<file path="src/lrpt_pkg.sv">
package lrpt_pkg;

    localparam int TAB_W    = 8;
    localparam int TUP_W    = 31;
    // (table*10 + tuple mod 10) stays below 2570
    localparam int HASH_W   = 12;
    // compare-subtract steps of the slot reduction done per cycle
    localparam int RED_PER  = 4;
    localparam int RED_CYC  = HASH_W / RED_PER;
    // floor(x*RECIP >> 16) == floor(x/10) for every x below 4096
    localparam logic [12:0] RECIP = 13'd6554;

    typedef enum logic [1:0] {
        REQ_INSERT = 2'd0,
        REQ_QUERY  = 2'd1,
        REQ_CLEAR  = 2'd2
    } t_req;

    typedef enum logic [1:0] {
        ST_INSERTED = 2'd0,
        ST_HELD     = 2'd1,
        ST_FULL     = 2'd2
    } t_status;

    typedef enum logic [2:0] {
        S_INIT,
        S_IDLE,
        S_HASH,
        S_CHECK,
        S_CLEAR,
        S_DONE
    } t_state;

    typedef struct packed {
        logic             valid;
        logic             mode;
        logic [TUP_W-1:0] tup;
        logic [TAB_W-1:0] tab;
    } t_entry;

    typedef struct packed {
        logic [TAB_W-1:0] tab;
        logic [TUP_W-1:0] tup;
    } t_key;

endpackage

</file>
<file path="src/lrpt_req_if.sv">
interface lrpt_req_if;
    logic        valid;
    logic        ready;
    logic [1:0]  req_type;
    logic [7:0]  table_num;
    logic [30:0] tuple_num;
    logic        lock_mode;

    modport source (output valid, req_type, table_num, tuple_num, lock_mode, input ready);
    modport sink   (input valid, req_type, table_num, tuple_num, lock_mode, output ready);
endinterface

</file>
<file path="src/lrpt_rsp_if.sv">
interface lrpt_rsp_if;
    logic       valid;
    logic       ready;
    logic [1:0] insert_status;
    logic       found;

    modport source (output valid, insert_status, found, input ready);
    modport sink   (input valid, insert_status, found, output ready);
endinterface

</file>
<file path="src/lrpt_ram.sv">
module lrpt_ram #(
    parameter int WIDTH = 41,
    parameter int DEPTH = 64,
    localparam int AW   = $clog2(DEPTH)
) (
    input  logic             i_clk,
    input  logic             i_we,
    input  logic [AW-1:0]    i_waddr,
    input  logic [WIDTH-1:0] i_wdata,
    input  logic [AW-1:0]    i_raddr,
    output logic [WIDTH-1:0] o_rdata
);

    logic [WIDTH-1:0] r_mem [DEPTH];
    logic [WIDTH-1:0] r_rdata;

    always_ff @(posedge i_clk) begin
        if (i_we) begin
            r_mem[i_waddr] <= i_wdata;
        end
        r_rdata <= r_mem[i_raddr];
    end

    assign o_rdata = r_rdata;

endmodule

</file>
<file path="src/lrpt_hash.sv">
module lrpt_hash #(
    parameter int SLOTS = 64,
    localparam int IW   = $clog2(SLOTS)
) (
    input  logic                i_clk,
    input  logic                i_rst_n,
    input  logic                i_start,
    input  lrpt_pkg::t_key      i_key,
    output logic                o_done,
    output logic [IW-1:0]       o_home
);

    localparam int HW = lrpt_pkg::HASH_W;
    localparam int SW = $clog2(SLOTS + 1);
    localparam int DW = SW + HW - 1;
    localparam int CW = $clog2(lrpt_pkg::RED_CYC + 1);
    localparam logic [DW-1:0] DIV_INIT = DW'(SLOTS) << (HW - 1);

    logic [HW-1:0] r_s, r_t, r_x;
    logic [HW-1:0] n_s, n_t, n_x0, n_xr;
    logic [DW-1:0] r_div, n_div;
    logic [CW-1:0] r_cnt;
    logic          r_run, r_done;

    logic [9:0]    b_sum;
    logic [24:0]   prod;
    logic [8:0]    quo;
    logic [HW-1:0] quo10;
    logic [3:0]    rem;

    // 256^k mod 10 == 6 for k >= 1, so the tuple folds to b0 + 6*(b1+b2+b3)
    always_comb begin
        b_sum = 10'(i_key.tup[15:8]) + 10'(i_key.tup[23:16]) + 10'(i_key.tup[30:24]);
        n_s   = HW'({b_sum, 2'b00}) + HW'({b_sum, 1'b0}) + HW'(i_key.tup[7:0]);
        n_t   = HW'({i_key.tab, 3'b000}) + HW'({i_key.tab, 1'b0});
    end

    always_comb begin
        prod  = 25'(r_s) * 25'(lrpt_pkg::RECIP);
        quo   = prod[24:16];
        quo10 = HW'({quo, 3'b000}) + HW'({quo, 1'b0});
        rem   = 4'(r_s - quo10);
        n_x0  = r_t + HW'(rem);
    end

    // restoring reduction mod SLOTS, a few bits per cycle
    always_comb begin
        logic [HW-1:0] x;
        logic [DW-1:0] d;
        x = r_x;
        d = r_div;
        for (int j = 0; j < lrpt_pkg::RED_PER; j++) begin
            if (DW'(x) >= d) begin
                x = x - HW'(d);
            end
            d = d >> 1;
        end
        n_xr  = x;
        n_div = d;
    end

    always_ff @(posedge i_clk) begin
        if (!i_rst_n) begin
            r_run  <= 1'b0;
            r_done <= 1'b0;
            r_cnt  <= '0;
        end else begin
            r_done <= 1'b0;
            if (i_start) begin
                r_run <= 1'b1;
                r_cnt <= '0;
            end else if (r_run) begin
                r_cnt <= r_cnt + 1'b1;
                if (r_cnt == CW'(lrpt_pkg::RED_CYC)) begin
                    r_run  <= 1'b0;
                    r_done <= 1'b1;
                end
            end
        end
    end

    always_ff @(posedge i_clk) begin
        if (i_start) begin
            r_s   <= n_s;
            r_t   <= n_t;
            r_div <= DIV_INIT;
        end else if (r_run) begin
            if (r_cnt == '0) begin
                r_x <= n_x0;
            end else begin
                r_x   <= n_xr;
                r_div <= n_div;
            end
        end
    end

    assign o_done = r_done;
    assign o_home = r_x[IW-1:0];

endmodule

</file>
<file path="src/lock_record_probe_table_unit.sv">
// Lock record table of one transaction: open addressing with linear probing over SLOTS
// entries held in one single-port-write, registered-read RAM (valid bit stored with each
// entry). Insert and query first form the home slot in the hash unit, then read one slot
// per cycle from the RAM, probing 1 to SLOTS slots. Clear writes every slot once. After
// reset a clearing pass over every slot runs before the first request is taken. One
// request is in flight at a time; the next is accepted while the previous result still
// waits in the output register.
module lock_record_probe_table_unit #(
    parameter int SLOTS = 64
) (
    input  logic        i_clk,
    input  logic        i_rst_n,
    lrpt_req_if.sink    i_req,
    lrpt_rsp_if.source  o_rsp
);

    localparam int IW = $clog2(SLOTS);
    localparam logic [IW-1:0] LAST = IW'(SLOTS - 1);

    lrpt_pkg::t_state  r_state, n_state;
    logic [IW-1:0]     r_idx, n_idx;
    logic [IW-1:0]     r_cnt, n_cnt;
    lrpt_pkg::t_req    r_req;
    lrpt_pkg::t_key    r_key;
    logic              r_mode;
    logic [1:0]        r_status, n_status;
    logic              r_found, n_found;
    logic              r_ov;
    logic [1:0]        r_ost;
    logic              r_ofd;

    logic              w_acc, w_start, w_end, w_we, w_load;
    lrpt_pkg::t_entry  w_wdata, w_rdata;
    lrpt_pkg::t_key    w_key;
    logic              h_done;
    logic [IW-1:0]     h_home;
    logic              key_match, last_probe;
    logic [IW-1:0]     idx_next;

    assign i_req.ready = (r_state == lrpt_pkg::S_IDLE);
    assign w_acc       = i_req.valid && i_req.ready;
    assign w_start     = w_acc && (i_req.req_type == lrpt_pkg::REQ_INSERT ||
                                   i_req.req_type == lrpt_pkg::REQ_QUERY);
    assign w_key.tab   = i_req.table_num;
    assign w_key.tup   = i_req.tuple_num;

    lrpt_hash #(.SLOTS(SLOTS)) u_hash (
        .i_clk   (i_clk),
        .i_rst_n (i_rst_n),
        .i_start (w_start),
        .i_key   (w_key),
        .o_done  (h_done),
        .o_home  (h_home)
    );

    lrpt_ram #(.WIDTH($bits(lrpt_pkg::t_entry)), .DEPTH(SLOTS)) u_ram (
        .i_clk   (i_clk),
        .i_we    (w_we),
        .i_waddr (r_idx),
        .i_wdata (w_wdata),
        .i_raddr (n_idx),
        .o_rdata (w_rdata)
    );

    assign key_match  = (w_rdata.tab == r_key.tab) && (w_rdata.tup == r_key.tup);
    assign last_probe = (r_cnt == LAST);
    assign idx_next   = (r_idx == LAST) ? '0 : r_idx + 1'b1;
    assign w_load     = (r_state == lrpt_pkg::S_DONE) && (!r_ov || o_rsp.ready);

    // next state
    always_comb begin
        n_state = r_state;
        unique case (r_state)
            lrpt_pkg::S_INIT: begin
                if (r_idx == LAST) n_state = lrpt_pkg::S_IDLE;
            end
            lrpt_pkg::S_IDLE: begin
                if (w_acc) begin
                    unique case (lrpt_pkg::t_req'(i_req.req_type))
                        lrpt_pkg::REQ_INSERT,
                        lrpt_pkg::REQ_QUERY: n_state = lrpt_pkg::S_HASH;
                        lrpt_pkg::REQ_CLEAR: n_state = lrpt_pkg::S_CLEAR;
                        default:             n_state = lrpt_pkg::S_DONE;
                    endcase
                end
            end
            lrpt_pkg::S_HASH: begin
                if (h_done) n_state = lrpt_pkg::S_CHECK;
            end
            lrpt_pkg::S_CHECK: begin
                if (w_end) n_state = lrpt_pkg::S_DONE;
            end
            lrpt_pkg::S_CLEAR: begin
                if (r_idx == LAST) n_state = lrpt_pkg::S_DONE;
            end
            lrpt_pkg::S_DONE: begin
                if (!r_ov || o_rsp.ready) n_state = lrpt_pkg::S_IDLE;
            end
            default: n_state = lrpt_pkg::S_INIT;
        endcase
    end

    // datapath and memory control; read address always tracks n_idx so the entry at
    // r_idx is on the RAM output in S_CHECK
    always_comb begin
        n_idx    = r_idx;
        n_cnt    = r_cnt;
        n_status = r_status;
        n_found  = r_found;
        w_we     = 1'b0;
        w_end    = 1'b0;
        w_wdata  = '0;
        unique case (r_state)
            lrpt_pkg::S_INIT, lrpt_pkg::S_CLEAR: begin
                w_we  = 1'b1;
                n_idx = idx_next;
            end
            lrpt_pkg::S_IDLE: begin
                n_idx = '0;
            end
            lrpt_pkg::S_HASH: begin
                n_cnt = '0;
                if (h_done) n_idx = h_home;
            end
            lrpt_pkg::S_CHECK: begin
                if (r_req == lrpt_pkg::REQ_INSERT) begin
                    if (!w_rdata.valid) begin
                        w_we          = 1'b1;
                        w_wdata.valid = 1'b1;
                        w_wdata.mode  = r_mode;
                        w_wdata.tup   = r_key.tup;
                        w_wdata.tab   = r_key.tab;
                        n_status      = lrpt_pkg::ST_INSERTED;
                        w_end         = 1'b1;
                    end else if (key_match) begin
                        n_status = lrpt_pkg::ST_HELD;
                        w_end    = 1'b1;
                    end else if (last_probe) begin
                        n_status = lrpt_pkg::ST_FULL;
                        w_end    = 1'b1;
                    end
                end else begin
                    if (!w_rdata.valid || last_probe) begin
                        w_end = 1'b1;
                    end
                    if (w_rdata.valid && key_match && w_rdata.mode == r_mode) begin
                        n_found = 1'b1;
                        w_end   = 1'b1;
                    end
                end
                if (!w_end) begin
                    n_idx = idx_next;
                    n_cnt = r_cnt + 1'b1;
                end
            end
            lrpt_pkg::S_DONE: begin
            end
            default: begin
            end
        endcase
    end

    always_ff @(posedge i_clk) begin
        if (!i_rst_n) begin
            r_state <= lrpt_pkg::S_INIT;
            r_idx   <= '0;
            r_cnt   <= '0;
            r_ov    <= 1'b0;
        end else begin
            r_state <= n_state;
            r_idx   <= n_idx;
            r_cnt   <= n_cnt;
            if (w_load) begin
                r_ov <= 1'b1;
            end else if (o_rsp.ready) begin
                r_ov <= 1'b0;
            end
        end
    end

    always_ff @(posedge i_clk) begin
        if (w_acc) begin
            r_req    <= lrpt_pkg::t_req'(i_req.req_type);
            r_key    <= w_key;
            r_mode   <= i_req.lock_mode;
            r_status <= lrpt_pkg::ST_INSERTED;
            r_found  <= 1'b0;
        end else begin
            r_status <= n_status;
            r_found  <= n_found;
        end
        if (w_load) begin
            r_ost <= r_status;
            r_ofd <= r_found;
        end
    end

    assign o_rsp.valid         = r_ov;
    assign o_rsp.insert_status = r_ost;
    assign o_rsp.found         = r_ofd;

    a_no_write_idle: assert property (@(posedge i_clk) disable iff (!i_rst_n)
        (r_state == lrpt_pkg::S_IDLE) |-> !w_we)
        else $error("RAM write while idle");

    a_leave_idle: assert property (@(posedge i_clk) disable iff (!i_rst_n)
        w_acc |=> (r_state != lrpt_pkg::S_IDLE))
        else $error("accepted transaction did not start work");

    a_query_no_write: assert property (@(posedge i_clk) disable iff (!i_rst_n)
        (r_state == lrpt_pkg::S_CHECK && r_req == lrpt_pkg::REQ_QUERY) |-> !w_we)
        else $error("query wrote the table");

    a_one_kind: assert property (@(posedge i_clk) disable iff (!i_rst_n)
        o_rsp.valid |-> !(o_rsp.found && o_rsp.insert_status != lrpt_pkg::ST_INSERTED))
        else $error("result carries both insert status and query hit");

endmodule

</file>
<file path="src/flat_wrapper.sv">
// flat-port wrapper written by rule: the top's interface ports become plain ports
module lock_record_probe_table_unit_flat 
#(
    parameter int SLOTS = 64
)
  (i_clk, i_rst_n, i_req_valid, i_req_req_type, i_req_table_num, i_req_tuple_num, i_req_lock_mode, i_req_ready, o_rsp_valid, o_rsp_insert_status, o_rsp_found, o_rsp_ready);
  lrpt_req_if i_req_i ();
  lrpt_rsp_if o_rsp_i ();
  input  logic i_clk;
  input  logic i_rst_n;
  input wire logic [$bits(i_req_i.valid)-1:0] i_req_valid;
  input wire logic [$bits(i_req_i.req_type)-1:0] i_req_req_type;
  input wire logic [$bits(i_req_i.table_num)-1:0] i_req_table_num;
  input wire logic [$bits(i_req_i.tuple_num)-1:0] i_req_tuple_num;
  input wire logic [$bits(i_req_i.lock_mode)-1:0] i_req_lock_mode;
  output wire logic [$bits(i_req_i.ready)-1:0] i_req_ready;
  output wire logic [$bits(o_rsp_i.valid)-1:0] o_rsp_valid;
  output wire logic [$bits(o_rsp_i.insert_status)-1:0] o_rsp_insert_status;
  output wire logic [$bits(o_rsp_i.found)-1:0] o_rsp_found;
  input wire logic [$bits(o_rsp_i.ready)-1:0] o_rsp_ready;
  assign i_req_i.valid = i_req_valid;
  assign i_req_i.req_type = i_req_req_type;
  assign i_req_i.table_num = i_req_table_num;
  assign i_req_i.tuple_num = i_req_tuple_num;
  assign i_req_i.lock_mode = i_req_lock_mode;
  assign i_req_ready = i_req_i.ready;
  assign o_rsp_valid = o_rsp_i.valid;
  assign o_rsp_insert_status = o_rsp_i.insert_status;
  assign o_rsp_found = o_rsp_i.found;
  assign o_rsp_i.ready = o_rsp_ready;
  lock_record_probe_table_unit #(.SLOTS(SLOTS)) u_core (.i_clk(i_clk), .i_rst_n(i_rst_n), .i_req(i_req_i), .o_rsp(o_rsp_i));
endmodule
</file>
<file path="config.mk">
export PLATFORM = sky130hd
export DESIGN_NAME = lock_record_probe_table_unit_flat
export DESIGN_NICKNAME = d
export VERILOG_FILES = /design/src/lrpt_pkg.sv /design/src/lrpt_req_if.sv /design/src/lrpt_rsp_if.sv /design/src/lrpt_ram.sv /design/src/lrpt_hash.sv /design/src/lock_record_probe_table_unit.sv /design/src/flat_wrapper.sv
export SDC_FILE = /design/constraint.sdc
export NUM_CORES = 2
export LEC_CHECK = 0
export BUFFER_PORTS_ARGS = -buffer_cell sky130_fd_sc_hd__buf_2
export CAP_MARGIN = 20
export CORE_MARGIN = 2
export CORE_UTILIZATION = 60
export DETAILED_ROUTE_END_ITERATION = 6
export PLACE_DENSITY = 0.76
export SYNTH_ARGS = -nofsm -noshare
export SYNTH_HDL_FRONTEND = slang
export SYNTH_SLANG_ARGS = --single-unit
export TNS_END_PERCENT = 20
</file>
<file path="constraint.sdc">
create_clock -name i_clk -period 8.5 [get_ports i_clk]
set_clock_uncertainty 0.15 [all_clocks]
set_input_delay 2.55 -clock i_clk [delete_from_list [all_inputs] [get_ports i_clk]]
set_output_delay 2.55 -clock i_clk [all_outputs]
set_load 0.02 [all_outputs]
</file>
Word level (Yosys, flattened, before mapping):

Memory sizes are Yosys's and may differ from the RTL's. A register that Yosys moved wholly into a read port is not among the register bits.
Cells that the tools add are included.
W data, S select, Z words.

* bits of input ports: 46
* output and inout port bits: 5
* register bits: 109
* memories: 1
* bits in writable memories: 2624

Memory list
* u_core.u_ram.r_mem: depth 64, width 41, read ports 1, clocked after memory_dff 1, write ports 1, line lrpt_ram.sv:14 `logic [WIDTH-1:0] r_mem [DEPTH];`

* multipliers: 1
* $add $sub $neg: 15
* bitwise gates (word level): 5
* order comparisons: 4
* muxes and demuxes: 44
* equal/unequal tests: 21
* reductions and logical operators: 27

Operators by type and width (number)
* $mux W41: 3
* $mux W12: 5
* $eq A31 B31 Y1: 1
* $mux W6: 4
* $pmux W6 S4: 1
* $ge A12 B18 Y1: 1
* $mul A12 B12 Y18 const B: 1
* $mux W1: 18
* $mux W3: 6
* $pmux W3 S6: 1
* $ge A12 B17 Y1: 1
* $ge A12 B16 Y1: 1
* $ge A12 B15 Y1: 1
* $add A11 B9 Y12: 1
* $add A12 B11 Y12: 1
* $add A12 B4 Y12: 1
* $add A12 B8 Y12: 1
* $add A6 B1 Y6 const B: 2
* $eq A6 B6 Y1 const B: 2
* $pmux W6 S2: 1
* $sub A12 B10 Y12: 1
* $sub A12 B11 Y12: 1
* $sub A12 B12 Y12: 1
* $sub A12 B9 Y12: 1
* 30 further kinds: 60

Logic depth before layout (Yosys ltp):

* depth in word-level cells: 10
* gate-level depth with buffers: 34
* mapped depth without buffers: 34

Cells and area by module:

A second synthesis with hierarchy kept.

* cell total of the unflattened synthesis: 5284
* area, all modules: 110387.1 sq um

By module, submodules not included
* lrpt_ram: cells an instance 4226, area each 100108.5 sq um, sequential area each 79616.4 sq um, times used 1
* lrpt_hash: cells an instance 731, area each 6900.4 sq um, sequential area each 1231.2 sq um, times used 1
* lock_record_probe_table_unit: cells an instance 327, area each 3378.2 sq um, sequential area each 1731.7 sq um, times used 1

Worst setup path before layout:

No wires, ideal clock.

* path type: register to register
* start point: register u_core.u_hash.r_x[5]
* end point: register u_core.u_hash.r_x[10], data pin
* path slack: 0.907 ns
* arrival: 7.182 ns
* cell stages (with the launch flop): 32
* data required time: 8.089 ns
* clock period less this slack: 7.593 ns
* cell sequence: edfxtp_1 > ha_1 > nand2_1 > o211ai_4 > o21a_1 > buf_6 > nand4_1 > xnor2_1 > ha_1 > nand3_1 > nor2_1 > a311oi_4 > a2111oi_0 > xor2_1 > ha_1 > nand4_1 > nor3_1 > mux2i_1 > o21bai_1 > o21ai_0 > a21o_1 > or3_1 > xnor2_1 > ha_1 > nand3_1 > a21o_1 > or4_1 > o32ai_2 > o22a_2 > nand2_1 > mux2_1 > o311a_1

* word-level cells in the longest chain between the ends: 9
* elaborated cells between the ends (all ways): 13
* those cells by class: 4 x add/sub; 4 x order compare; 5 x mux

RTL lines
* from (decl): line lrpt_hash.sv:19 `logic [HW-1:0] r_s, r_t, r_x;`
* from (signal assigned): line lrpt_hash.sv:89 `r_x <= n_x0;`
* from (signal assigned): line lrpt_hash.sv:91 `r_x <= n_xr;`
* $ge A12 B18 Y1 or $sub A12 B10 Y12 (tied branches): line lrpt_hash.sv:53, lrpt_hash.sv:54
* $mux W12 *: line lrpt_hash.sv:53 `if (DW'(x) >= d) begin`
* $ge A12 B17 Y1 or $sub A12 B9 Y12 (tied branches): line lrpt_hash.sv:53, lrpt_hash.sv:54
* $mux W12 *: line lrpt_hash.sv:53
* $ge A12 B16 Y1 or $sub A12 B12 Y12 (tied branches): line lrpt_hash.sv:53, lrpt_hash.sv:54
* $mux W12 *: line lrpt_hash.sv:53
* $sub A12 B11 Y12 or $ge A12 B15 Y1 (tied branches): line lrpt_hash.sv:54, lrpt_hash.sv:53
* $mux W12 *: line lrpt_hash.sv:53
* $mux W12 *: line lrpt_hash.sv:88 `if (r_cnt == '0) begin`

Every way passes the cells marked *; elsewhere a longest branch is shown, timed or not.
A chain may end at the register's enable or synchronous reset.

Worst setup path in the final report:

* start point: register u_core.u_hash.r_div[5]
* end point: register u_core.u_hash.r_x[10], data pin

* word-level cells in the longest chain between the ends: 9
* elaborated cells between the ends (all ways): 13
* those cells by class: 4 x add/sub; 4 x order compare; 5 x mux

RTL lines
* from (decl): line lrpt_hash.sv:21 `logic [DW-1:0] r_div, n_div;`
* from (signal assigned): line lrpt_hash.sv:92 `r_div <= n_div;`
* $ge A12 B18 Y1 or $sub A12 B10 Y12 (tied branches): line lrpt_hash.sv:53, lrpt_hash.sv:54
* $mux W12: line lrpt_hash.sv:53
* $ge A12 B17 Y1 or $sub A12 B9 Y12 (tied branches): line lrpt_hash.sv:53, lrpt_hash.sv:54
* $mux W12: line lrpt_hash.sv:53
* $ge A12 B16 Y1 or $sub A12 B12 Y12 (tied branches): line lrpt_hash.sv:53, lrpt_hash.sv:54
* $mux W12: line lrpt_hash.sv:53
* $sub A12 B11 Y12 or $ge A12 B15 Y1 (tied branches): line lrpt_hash.sv:54, lrpt_hash.sv:53
* $mux W12 *: line lrpt_hash.sv:53
* $mux W12 *: line lrpt_hash.sv:88

Marks and branches as above.

==> flow_summary_export.csv <==
group,metric,value,unit
run_status,status,"completed",
routing,remaining_drc_errors,0,
global_route,grt_overflow_total,0,
sta,timing.slew.headroom,0.180,
placement,dp_slack,509,ps
routing,vias,55814,
setup_path,crit_required,8990,ps
yosys,syn_nets,5489,
yosys,yosys_warnings,0,
placement,gp_congestion,0.845,
yosys,netlist_area,0.112,mm^2
yosys,async_reset_ff_frac,0,
yosys,synth_cell_type_count,88,
global_route,grt_pass1_vias,55930,
clock_tree,cts.sinks,2773,
sta,finalSetupTns,0,ps
routing,vias_per_cell,6.76,
clock_tree,clock_path_buffers,4,
pwr,pwr-share-clk,0.278,
layout,area.growth.synth_to_final,12.4,%
pwr,power_leakage,39.0,nW
yosys,ys_seq_area_frac,0.737,
sta,max_freq,126,MHz
setup_path,path_common_cell,"ha_1",
layout,layout-drive-gt1-share,0.245,
sta,period_minus_slack,7930,ps
placement,place.port_buffers,50,
floorplanning,die_area,0.190,mm^2
floorplanning,core_area,0.185,mm^2
floorplanning,rows,158,
layout,layout_common_cells,"edfxtp_1 (2704), mux4_2 (656), mux2i_1 (637)",
sta,hold_viol_final,0,
global_route,grt_max_degree,106,
setup_path,crit_path_max_fanout,7,
layout,fin_nets,5772,
routing,wl_per_cell,34.3,um
pwr,ir_worst_vdd,640,uV
layout,num-fill-cells,11259,
routing,first_pass_iters,7,
setup_path,worst_setup_path_end_kind,"flop",
floorplanning,start_util,0.604,
setup_path,cpPeakStageDelay,490,ps
job,drv_cap,0,
clock_tree,cts_tree,"yes",
floorplanning,die_h,436,um
sta,tightest_slew,1230,ps
pwr,p_seq_frac,0.372,
yosys,avgSynthCellArea,21.2,um^2
global_route,antenna_found_initial,11,
min_path,hold_path.class,"reg2reg",
setup_path,critical-path-top-delay-family,"simple AND/OR/NAND/NOR gates",
routing,ant_nets,0,
routing,dr.first_iter.drc_count,7910,
yosys,ys.flop_type,"edfxtp_1",
placement,dpl_cell_area,0.117,mm^2
yosys,synthCells,5281,
setup_path,cp_slowest_cell,"or4_1",
sta,slew_viol_final,0,
clock_tree,clkTransAtPathRegs,60,ps
pwr,p_sw,0.0139,W
clock_tree,cts_inserted_buffers,289,
clock_tree,cts_max_level,5,
setup_path,worstSetupPathType,"reg2reg",
yosys,ys_ff_latch,2773,
pwr,switching_share,0.322,
setup_path,worstPathArrival,8420,ps
pwr,comb_power_share,0.350,
floorplanning,io_pins,51,
yosys,synth-edff-count,2704,
sta,grt_setup_unrepaired,"no",
routing,routed_wl,283000,um
floorplanning,die_w,436,um
global_route,grt_use_total,0.299,
pwr,intPower,0.0294,W
layout,layout_commonest_cell,"edfxtp_1",
sta,period_share,0.933,
clock_tree,insertion_delay,960,ps
pwr,power-per-cell-area,344,mW/mm^2
layout,stdcell_area,0.126,mm^2
setup_path,crit_path_start_kind,"flop",
clock_tree,root_buffer,"clkbuf_16",
sta,fin_ws,572,ps
placement,dp_hpwl,150000,um
setup_path,critical_path_buf_inv_count,2,
global_route,grt_pass1_wl,402000,um
sta,setup_viol,0,
## cell usage after synthesis (all sizes together) (14+ instances only)
cell type     n  area [um^2]
a21o         14          105
a21oi        57          308
and2         47          294
buf         100          385
clkbuf      146          548
dfxtp        69         1380
edfxtp     2704        81200
fa           45          901
ha          117         1460
inv         100          375
mux2i       638         6400
mux4        656        14800
nand2        61          229
nand3        18         95.1
nor2        139          522
nor2b        14         87.6
nor3         16          100
nor4         14         93.8
o21ai        39          218
o21bai       14          105
xnor2        63          552
xor2         59          517
## routing by layer
| layer | share of wire | global-route usage |
|---|---|---|
| met2 | 0.48 | 0.469 |
| met4 | 0.041 | 0.115 |
| met3 | 0.11 | 0.0666 |
| met5 | 0.000081 | 0 |
| met1 | 0.37 | 0.417 |
## through the flow
stage / total power, W / hold slack (ps) / std cells / utilization
detailed placement: 0.0315 / 282 / 7735 / 0.629
global placement: 0.0313 / 280 / 7735 / 0.629
CTS: 0.0435 / 291 / 8230 / 0.677
global route: 0.0450 / 295 / 8250 / 0.679
finish: 0.0433 / 286 / 8252 / 0.679
floorplan: 0.0273 / 259 / 5281 / -
## kinds of logic (layout without fill, tap and decap cells)
group | after synthesis | count (layout) | synth area share
xor+xnor | 123 | 123 | 0.00974
simple gates | 374 | 374 | 0.0169
compound gates | 206 | 206 | 0.0139
flops | 2773 | 2773 | 0.737
mux | 1297 | 1297 | 0.189
other cells | 0 | 4 | 0
fa+ha+maj | 162 | 162 | 0.0211
buf+inv | 346 | 833 | 0.0117
## final cells by class
class,instances,area (um^2),area share
Clock inverter,131,1130,0.00896
Clock buffer,364,7730,0.0614
Antenna cell,4,10.0,0.0000795
Inverter,100,375,0.00298
Sequential cell,2773,82600,0.656
Tap cell,2480,3100,0.0246
Multi-Input combinational cell,2162,28700,0.228
Timing Repair Buffer,238,2300,0.0182
## power groups by stage
stage | registers, W | logic [W] | clock network, W
6_report | 0.0161 | 0.0151 | 0.0121
5_1_grt | 0.0161 | 0.0162 | 0.0126
4_1_cts | 0.0161 | 0.0153 | 0.0121
3_5_place_dp | 0.0163 | 0.0152 | 0
3_3_place_gp | 0.0163 | 0.0150 | 0
2_1_floorplan | 0.0162 | 0.0111 | 0
## path summary, 6_finish.rpt
| check | from | endpoint | slack [ps] | cells past startpoint |
|---|---|---|---|---|
| min reg2reg | u_core.r_status[0] | u_core.o_rsp.insert_status[0] | 290 | 0 |
| max reg2reg | u_core.u_hash.r_div[5] | u_core.u_hash.r_x[10] | 570 | 29 |
| min | u_core.r_status[0] | u_core.o_rsp.insert_status[0] | 290 | 0 |
| max | u_core.u_hash.r_div[5] | u_core.u_hash.r_x[10] | 570 | 29 |
## repair_timing
item / CTS / global route
hold buffers: 0 / 0
endpoints found under the setup margin: 0 / 4
resized for setup: 0 / 2
buffers inserted: 0 / 0
## sequential cells by signal (all words and copies together) (netlist names), 2 cells and up
register                    cells
u_core.u_hash.r_t              11
u_core.u_hash.r_s              12
u_core.r_req                    2
u_core.u_hash.r_div             5
u_core.u_ram.o_rdata           41
u_core.r_cnt                    6
u_core.u_hash.r_x              12
u_core.r_idx                    6
u_core.r_key                   39
u_core.u_ram.r_mem           2624
u_core.r_status                 2
u_core.r_state                  3
u_core.u_hash.r_cnt             2
u_core.o_rsp.insert_status      2
Power figures use the tool's default switching activity.
